<file path="src/sv/assert_macros.svh">
// ----------------------------------------------------------------------------
// assert_macros.svh
// Clocked assertion shorthands shared by the allocator RTL.
// ----------------------------------------------------------------------------
`ifndef ASSERT_MACROS_SVH
`define ASSERT_MACROS_SVH

// property checked on every rising clk edge outside reset
`define ASSERT_CLK(label, prop, msg) \
    label: assert property (@(posedge clk) disable iff (!rst_n) prop) \
        else $error(msg);

// plain invariant
`define ASSERT_ALWAYS(label, expr, msg) `ASSERT_CLK(label, (expr), msg)

`endif

</file>
<file path="src/sv/bfa_pkg.sv">
// ----------------------------------------------------------------------------
// bfa_pkg
// Constants, codes and types for the first-free bitmap allocator.
// ----------------------------------------------------------------------------
package bfa_pkg;

    localparam int MAX_ENTRIES = 8192;
    localparam int ENTRY_W     = 14;
    localparam int WORD_W      = 32;
    localparam int BIT_W       = $clog2(WORD_W);
    localparam int NUM_WORDS   = MAX_ENTRIES / WORD_W;
    localparam int ADDR_W      = $clog2(NUM_WORDS);
    localparam int STATUS_W    = 2;

    localparam logic [ENTRY_W-1:0] CFG_RESET = ENTRY_W'(8192);

    localparam logic FUNC_ALLOC = 1'b0;
    localparam logic FUNC_FREE  = 1'b1;

    localparam logic [STATUS_W-1:0] ST_OK           = 2'd0;
    localparam logic [STATUS_W-1:0] ST_FULL         = 2'd1;
    localparam logic [STATUS_W-1:0] ST_RANGE        = 2'd2;
    localparam logic [STATUS_W-1:0] ST_ALREADY_FREE = 2'd3;

    typedef logic [WORD_W-1:0]   word_t;
    typedef logic [ADDR_W-1:0]   waddr_t;
    typedef logic [ENTRY_W-1:0]  entry_t;
    typedef logic [BIT_W-1:0]    bidx_t;
    typedef logic [STATUS_W-1:0] status_t;

    typedef struct packed {
        logic   wr_en;
        waddr_t wr_addr;
        word_t  wr_data;
        logic   rd_en;
        waddr_t rd_addr;
    } map_req_t;

    typedef struct packed {
        logic  found;
        bidx_t bit_idx;
    } ffz_rsp_t;

endpackage

</file>
<file path="src/sv/bfa_ffz.sv">
// ----------------------------------------------------------------------------
// bfa_ffz
// Lowest clear bit of one bitmap word, bits at or above the limit masked.
// ----------------------------------------------------------------------------
module bfa_ffz
    import bfa_pkg::*;
(
    input  word_t    data,
    input  waddr_t   word_idx,
    input  entry_t   lim,
    output ffz_rsp_t res
);

    entry_t full_words;
    entry_t word_ext;
    word_t  mask;
    word_t  free_bits;

    always_comb
    begin
        full_words = lim >> BIT_W;
        word_ext   = ENTRY_W'(word_idx);
        if (word_ext < full_words)
        begin
            mask = '1;
        end
        else if (word_ext == full_words)
        begin
            mask = ~({WORD_W{1'b1}} << lim[BIT_W-1:0]);
        end
        else
        begin
            mask = '0;
        end
        free_bits   = ~data & mask;
        res.found   = 1'b0;
        res.bit_idx = '0;
        for (int i = WORD_W - 1; i >= 0; i--)
        begin
            if (free_bits[i])
            begin
                res.found   = 1'b1;
                res.bit_idx = BIT_W'(i);
            end
        end
    end

endmodule

</file>
<file path="config.mk">
export PLATFORM = sky130hd
export DESIGN_NAME = bfa_ffz
export DESIGN_NICKNAME = d
export VERILOG_FILES = /design/src/sv/assert_macros.svh /design/src/sv/bfa_pkg.sv /design/src/sv/bfa_ffz.sv
export SDC_FILE = /design/constraint.sdc
export NUM_CORES = 1
export LEC_CHECK = 0
export ABC_CLOCK_PERIOD_IN_PS = 3200
export BUFFER_PORTS_ARGS = -buffer_cell sky130_fd_sc_hd__buf_2
export CORE_UTILIZATION = 43
export DETAILED_ROUTE_END_ITERATION = 12
export PLACE_DENSITY = 0.75
export SLEW_MARGIN = 20
export SYNTH_ARGS = -nofsm -noshare
export SYNTH_HDL_FRONTEND = slang
export SYNTH_SLANG_ARGS = --single-unit
</file>
<file path="constraint.sdc">
create_clock -name vclk -period 3.2
set_clock_uncertainty 0.1 [all_clocks]
set_input_delay 0.32 -clock vclk [all_inputs]
set_output_delay 0.32 -clock vclk [all_outputs]
set_load 0.05 [all_outputs]
</file>
==> impl_metrics.yaml, run 1 <==
status:
  status: "finished with violations"
  failed_checks: "negative setup slack"
logic_synthesis:
  muxShareOfSynthArea_pct: 0
  synth_simple_gate_area_share_pct: 34.9
  yosysWarnings: 0
  synth-xor-area-share_pct: 0
  synthCells: 203
  synth_nets: 265
  synth_top_family_by_area: "compound AO/OA/AOI/OAI gates"
  syn_area_um2: 1270
  yosysSeqAreaShare_pct: 0
  synth.avg_cell_area_um2: 6.24
  synth_cell_types: 54
  synthAdderAreaFrac_pct: 7.91
  synth_compound_area_share_pct: 48.1
finish:
  final_common_cell: "buf_2"
  regArea_um2: 0
  layout.nets: 356
  seq_cell_count: 0
  drive_gt1_share_pct: 50.3
  diodes: 0
  stdcell_area_um2: 2150
  finish.utilization_pct: 77.4
  layout_common_cells: "buf_2, buf_4, nor2_1"
  syn2layout_area_growth_pct: 70.1
  nClkBuffers: 0
die:
  coreArea_um2: 2780
  die_w_um: 56.3
  die_y_um: 56.3
  start_util_pct: 45.5
  dieArea_um2: 3170
  rows: 19
  ios: 60
critical_path:
  worstSetupEndpointType: "output pin"
  required_ns: 2.78
  cp_cell_sequence: "buf_6, inv_4, ha_4, a211oi_4, o32ai_4, or2_4, buf_6, a22o_4, and2_4, a2111o_1, a31oi_4, nor3_2, buf_6"
  critical_path.max_stage_delay_ns: 0.44
  critPathBufInv: 4
  slowest_stage: "a2111o_1"
  crit_top_cell: "buf_6"
  arrival_ns: 2.79
  path_delay_family: "compound AO/OA/AOI/OAI gates"
  criticalPathCategory: "input port to output pin"
  critPathLaunchType: "input port"
  critPathMaxFanout: 7
drt:
  wire_per_inst_um: 16.1
  dr.pass1.iters: 5
  ant_nets: 0
  num_vias: 1997
  viasPerCell: 6.18
  wl_um: 5190
  drc_errors: 0
  first_iter_violations: 98
timing:
  period_needed_ns: 3.21
  setup_ws_ns: -0.00732
  tightestPinTransition_ns: 0.388
  slew_violations: 0
  timing.final.hold_violations: 0
  fin_tns_setup_ns: -0.00732
  finalSetupViolCount: 1
  rsz0062_at_grt: "true"
  fmax_mhz: 312
  max_slew_margin_pct: 74.1
  period_share_pct: 100
pwr:
  p_leak_nw: 0.972
  power_density_nw_per_um2: 176
  vdd_ir_drop_max_v: 0.000176
  p_total_mw: 0.379
placement:
  hpwl_um: 3770
  post-place-ws_ns: -0.168
  port_buffers: 60
  dpl-instance-area_um2: 1850
  gp_congestion: 0.934
grt:
  grt_max_degree: 19
  grt_overflow: 0
  antenna_found_initial: 0
  track_usage_pct: 29.2
  grt_pass1_wl_um: 7730
  grt_pass1_vias: 1788
flow_run:
  maxCapViolations: 0
worst_hold_path:
  hold_path_class: "input port to output pin"
cts:
  cts_setup_buffers: 0
-- cell families (layout without fill, tap and decap cells) --
kind of cell    after synthesis  after routing
compound gates               87             87
fa+ha+maj                     8              8
buf+inv                      27            116
simple gates                 81             81
-- metal layers --
layer	track usage, %	share of wire (%)
met5	0	0
met1	43.4	41
met3	1.61	8.6
met4	2.79	0.62
met2	48.0	50
-- Yosys cell counts (all sizes together), types with 2 or more instances --
cell	number	area, µm²
a211oi	5	55.1
a21boi	2	15.0
a21o	4	30.0
a21oi	21	105
a22o	2	17.5
a22oi	2	15.0
a31oi	7	43.8
and2	5	31.3
and3	4	25.0
buf	5	32.5
clkbuf	4	15.0
ha	8	100
inv	18	67.6
nand2	14	52.6
nand2b	2	12.5
nand3	5	25.0
nand4	5	31.3
nor2	22	85.1
nor3	6	30.0
nor4	3	18.8
nor4b	2	17.5
o21ai	14	70.1
o21bai	9	67.6
o22ai	5	31.3
o311ai	3	26.3
o31ai	3	22.5
o32ai	3	45.1
or2	4	25.0
or3b	2	17.5
-- final cells by class --
| cell class | instances | area [µm²] |
|---|---|---|
| Multi-Input combinational cell | 176 | 1410 |
| Tap cell | 31 | 38.8 |
| Inverter | 18 | 70.1 |
| Timing Repair Buffer | 98 | 634 |
| Fill cell | 214 | 628 |
-- path summary, 6_finish.rpt --
| check | cells after the start | slack (ns) | startpoint | endpoint |
|---|---|---|---|---|
| setup / recovery | 13 | -0.007 | lim[11] | res[2] |
| hold / removal | 4 | 1.01 | data[1] | res[0] |
-- metrics by stage --
stage,std cells,hold slack (ns)
6_report,323,1.01
3_3_place_gp,322,1.04
3_5_place_dp,322,1.05
2_1_floorplan,203,0.917
5_1_grt,323,1.03
4_1_cts,323,1.05
-- tightest hold or removal path, delay by kind of cell --
family | cells | cell delay [ns]
AOI/OAI and AO/OA | 2 | 0.24
buffers and inverters | 2 | 0.23
-- repair_timing --
| item | in CTS | in global routing |
|---|---|---|
| hold buffers | 0 | 0 |
| pin swaps | 4 | 19 |
| setup endpoints to repair | 6 | 6 |
| gates cloned | 1 | 0 |
| gates resized for setup | 18 | 51 |
-- where the power goes --
| part | switching [mW] | internal, mW |
|---|---|---|
| combinational | 0.202 | 0.177 |
| sequential | 0 | 0 |
| clock | 0 | 0 |
Power figures use the tool's default switching activity.
==> run 2: changes to the inputs <==
--- a/config.mk
+++ b/config.mk
@@ -5,11 +5,11 @@
 export SDC_FILE = /design/constraint.sdc
 export NUM_CORES = 1
 export LEC_CHECK = 0
-export ABC_CLOCK_PERIOD_IN_PS = 3200
+export ABC_CLOCK_PERIOD_IN_PS = 2700
 export BUFFER_PORTS_ARGS = -buffer_cell sky130_fd_sc_hd__buf_2
 export CORE_UTILIZATION = 43
 export DETAILED_ROUTE_END_ITERATION = 12
-export PLACE_DENSITY = 0.75
+export PLACE_DENSITY = 0.78
 export SLEW_MARGIN = 20
 export SYNTH_ARGS = -nofsm -noshare
 export SYNTH_HDL_FRONTEND = slang
==> constraint.sdc (replaced) <==
create_clock -name vclk -period 2.7
set_clock_uncertainty 0.1 [all_clocks]
set_input_delay 0.27 -clock vclk [all_inputs]
set_output_delay 0.27 -clock vclk [all_outputs]
set_load 0.05 [all_outputs]
==> impl_metrics.yaml, run 2 (same netlist as run 1, synthesis figures left out) <==
status:
  status: "finished with violations"
  failed_checks: "negative setup slack"
critical_path:
  critPathLaunchType: "input port"
  criticalPathCategory: "input port to output pin"
  worstSetupEndpointType: "output pin"
  arrival_ns: 2.83
  required_ns: 2.33
  critPathMaxFanout: 6
die:
  start_util_pct: 45.5
  ios: 60
  die_y_um: 56.3
  rows: 19
  die_w_um: 56.3
  coreArea_um2: 2780
  dieArea_um2: 3170
grt:
  track_usage_pct: 41.3
  antenna_found_initial: 0
  grt_pass1_wl_um: 10400
  grt_max_degree: 12
  grt_pass1_vias: 2204
  grt_overflow: 0
timing:
  max_slew_margin_pct: 67.8
  period_share_pct: 119
  slew_violations: 0
  period_needed_ns: 3.20
  whs_ns: 0.955
  rsz0062_at_grt: "true"
  timing.final.hold_violations: 0
  fmax_mhz: 312
  setup_ws_ns: -0.502
  finalSetupViolCount: 6
  tightestPinTransition_ns: 0.479
drt:
  dr.pass1.iters: 5
  drc_errors: 0
  top_layer: "met4"
  ant_nets: 0
  met2_length_um: 3630
  wl_um: 7710
  wire_per_inst_um: 22.3
  num_vias: 2426
  wl_met3_um: 784
  wl_met1_um: 2700
  first_iter_violations: 316
  viasPerCell: 7.01
pwr:
  vdd_ir_drop_max_v: 0.000269
  power_density_nw_per_um2: 222
  p_leak_nw: 1.13
finish:
  nClkBuffers: 0
  layout.cells.non_filler: 346
  syn2layout_area_growth_pct: 101
  layout.nets: 379
  regArea_um2: 0
  drive_gt1_share_pct: 60.6
  layout_common_cells: "buf_4, buf_2, nor2_1"
  diodes: 0
  final_common_cell: "buf_4"
  finish.utilization_pct: 91.6
  seq_cell_count: 0
placement:
  port_buffers: 60
  placed_cells: 336
  hpwl_um: 4140
  gp_congestion: 0.975
cts:
  cts_hold_buf: 0
worst_hold_path:
  holdPathStages: 4
  hold_path_class: "input port to output pin"
  min_from: "data[1]"
  whs_endpoint: "res[0]"
flow_run:
  maxCapViolations: 0
## run 2: worst max path at each step
| stage | slack [ns] | end | startpoint | cells past startpoint |
|---|---|---|---|---|
| after floorplan | -0.15 | res[2] | lim[11] | 11 |
| after global placement | -0.61 | res[3] | lim[11] | 13 |
| after detailed placement | -0.65 | res[4] | lim[11] | 13 |
| after CTS | -0.40 | res[2] | lim[11] | 14 |
| after global routing | -0.52 | res[2] | lim[9] | 13 |
| final | -0.50 | res[2] | lim[10] | 12 |
## run 2: critical path: stages
cell and delay, ns:
buf_2 0.09, inv_1 0.06, ha_4 0.29, and4b_2 0.33
nand4_1 0.21, o22ai_2 0.29, o311ai_4 0.18, and2_1 0.20
a2111o_1 0.47, a31oi_4 0.23, nor3_4 0.05, buf_6 0.15
## run 2: report_power, final
part	total [mW]	internal, mW	switching (mW)	leakage [nW]
combinational	0.565	0.257	0.308	1.13
sequential	0	0	0	0
clock	0	0	0	0
## run 2: area by class of cell
class	instances	area [µm²]
Multi-Input combinational cell	176	1590
Fill cell	113	233
Timing Repair Buffer	121	835
Tap cell	31	38.8
Inverter	18	82.6
## run 2: per-stage QoR
| stage | TNS, ns | cell area (µm²) | power [mW] | worst slack, ns |
|---|---|---|---|---|
| floorplan | -0.454 | 1450 | 0.245 | -0.149 |
| global placement | -3.35 | 2120 | 0.410 | -0.612 |
| detailed placement | -3.51 | 2120 | 0.418 | -0.649 |
| CTS | -1.64 | 2460 | 0.502 | -0.403 |
| global route | -2.85 | 2550 | 0.583 | -0.515 |
| finish | -2.70 | 2550 | 0.565 | -0.502 |
## run 2: metal layers
layer	track usage, %	vias to the layer above
met5	0	-
met4	18.1	0
met3	2.30	81
met2	76.4	258
met1	48.6	1086
li1	-	1001
## run 2: timing repair
item,CTS,global route
buffers inserted,7,3
setup endpoints to repair,6,6
pin swaps,19,9
resized for setup,68,14
==> run 3: changes to the inputs <==
--- a/config.mk
+++ b/config.mk
@@ -5,11 +5,11 @@
 export SDC_FILE = /design/constraint.sdc
 export NUM_CORES = 1
 export LEC_CHECK = 0
-export ABC_CLOCK_PERIOD_IN_PS = 2700
+export ABC_CLOCK_PERIOD_IN_PS = 3600
 export BUFFER_PORTS_ARGS = -buffer_cell sky130_fd_sc_hd__buf_2
 export CORE_UTILIZATION = 43
 export DETAILED_ROUTE_END_ITERATION = 12
-export PLACE_DENSITY = 0.78
+export PLACE_DENSITY = 0.75
 export SLEW_MARGIN = 20
 export SYNTH_ARGS = -nofsm -noshare
 export SYNTH_HDL_FRONTEND = slang
==> constraint.sdc (replaced) <==
create_clock -name vclk -period 3.6
set_clock_uncertainty 0.1 [all_clocks]
set_input_delay 0.36 -clock vclk [all_inputs]
set_output_delay 0.36 -clock vclk [all_outputs]
set_load 0.05 [all_outputs]
==> impl_metrics.yaml, run 3 (same netlist as run 1, synthesis figures left out) <==
status:
  status: "complete, no violations"
die:
  ios: 60
  coreArea_um2: 2780
  start_util_pct: 45.5
  die_y_um: 56.3
  rows: 19
  dieArea_um2: 3170
  die_w_um: 56.3
pwr:
  vdd_ir_drop_max_v: 0.000105
  power_density_nw_per_um2: 145
  p_leak_nw: 0.800
finish:
  diodes: 0
  nClkBuffers: 0
  layout.nets: 330
  syn2layout_area_growth_pct: 32.6
  finish.utilization_pct: 60.4
  stdcell_area_um2: 1680
  layout_common_cells: "buf_2, a21oi_1, nor2_1"
  drive_gt1_share_pct: 32.0
  final_common_cell: "buf_2"
  regArea_um2: 0
  seq_cell_count: 0
critical_path:
  worstSetupEndpointType: "output pin"
  criticalPathCategory: "input port to output pin"
  critPathMaxFanout: 5
  arrival_ns: 3.00
  required_ns: 3.14
  critPathLaunchType: "input port"
timing:
  fin_tns_setup_ns: 0
  fmax_mhz: 289
  whs_ns: 1.12
  period_needed_ns: 3.46
  tightestPinTransition_ns: 0.375
  finalSetupViolCount: 0
  slew_violations: 0
  rsz0062_at_grt: "false"
  max_slew_margin_pct: 75.0
  period_share_pct: 96.0
  timing.final.hold_violations: 0
grt:
  antenna_found_initial: 0
  grt_overflow: 0
  grt_pass1_wl_um: 6540
  grt.met1_usage_pct: 37.1
  track_usage_pct: 24.4
  met3_usage_pct: 0.691
  grt_pass1_vias: 1502
  top_usage_layer: "met2"
  grt_max_degree: 20
  met2_usage_pct: 39.8
drt:
  drc_errors: 0
  wire_per_inst_um: 13.6
  dr.pass1.iters: 4
  wl_um: 4030
  first_iter_violations: 112
  viasPerCell: 6.03
  ant_nets: 0
  num_vias: 1791
placement:
  gp_congestion: 0.971
  port_buffers: 60
  dpl-instance-area_um2: 1650
  hpwl_um: 3310
cts:
  cts_hold_buf: 0
worst_hold_path:
  hold_path_class: "input port to output pin"
flow_run:
  maxCapViolations: 0
-- run 3: changes by cell type in the layout (fill, tap and decap cells not counted), moves of 5 or more --
cell     previous run  this run
a21oi_2             6         0
buf_2              52        60
buf_4              56        12
o21ai_0             6        12
ha_4                6         1
a21oi_1            13        21
ha_1                2         7
buf_6              11         0
-- run 3: timing repair --
action / 4_1_cts / 5_1_grt
endpoints found under the setup margin: 0 / 6
setup buffers: 0 / 1
resized for setup: 0 / 7
-- run 3: worst paths after layout --
kind,from,endpoint,depth (start not counted)
min,data[1],res[0],4
max,lim[7],res[2],13
-- run 3: worst max-delay path, stage by stage --
cell	delay [ns]
buf_2	0.07
inv_1	0.03
ha_1	0.33
nand3b_1	0.14
a211oi_4	0.38
buf_4	0.20
o31ai_1	0.08
o21ai_1	0.10
or3b_1	0.40
a2111o_1	0.43
a31oi_1	0.20
nor3_2	0.05
buf_2	0.22
-- run 3: layer usage --
metal / vias up / routed length, µm
met5: - / 0
met4: 0 / 21
met3: 2 / 387
met2: 103 / 1800
met1: 787 / 1820
li1: 899 / -
-- run 3: layout make-up --
class                           instances  area [µm²]
Fill cell                             275        1100
Inverter                               18        67.6
Multi-Input combinational cell        176        1180
Tap cell                               31        38.8
Timing Repair Buffer                   72         390
-- run 3: where the power goes --
| part | internal [mW] | total [mW] | switching [mW] |
|---|---|---|---|
| Combinational | 0.103 | 0.243 | 0.141 |
| Sequential | 0 | 0 | 0 |
| Clock | 0 | 0 | 0 |
-- run 3: through the flow --
step                cells  total power, mW  worst slack, ns
finish                297            0.243            0.144
global route          297            0.265           0.0131
CTS                   296            0.233           0.0772
detailed placement    296            0.231           0.0895
global placement      296            0.231            0.120
floorplan             203            0.155            0.139
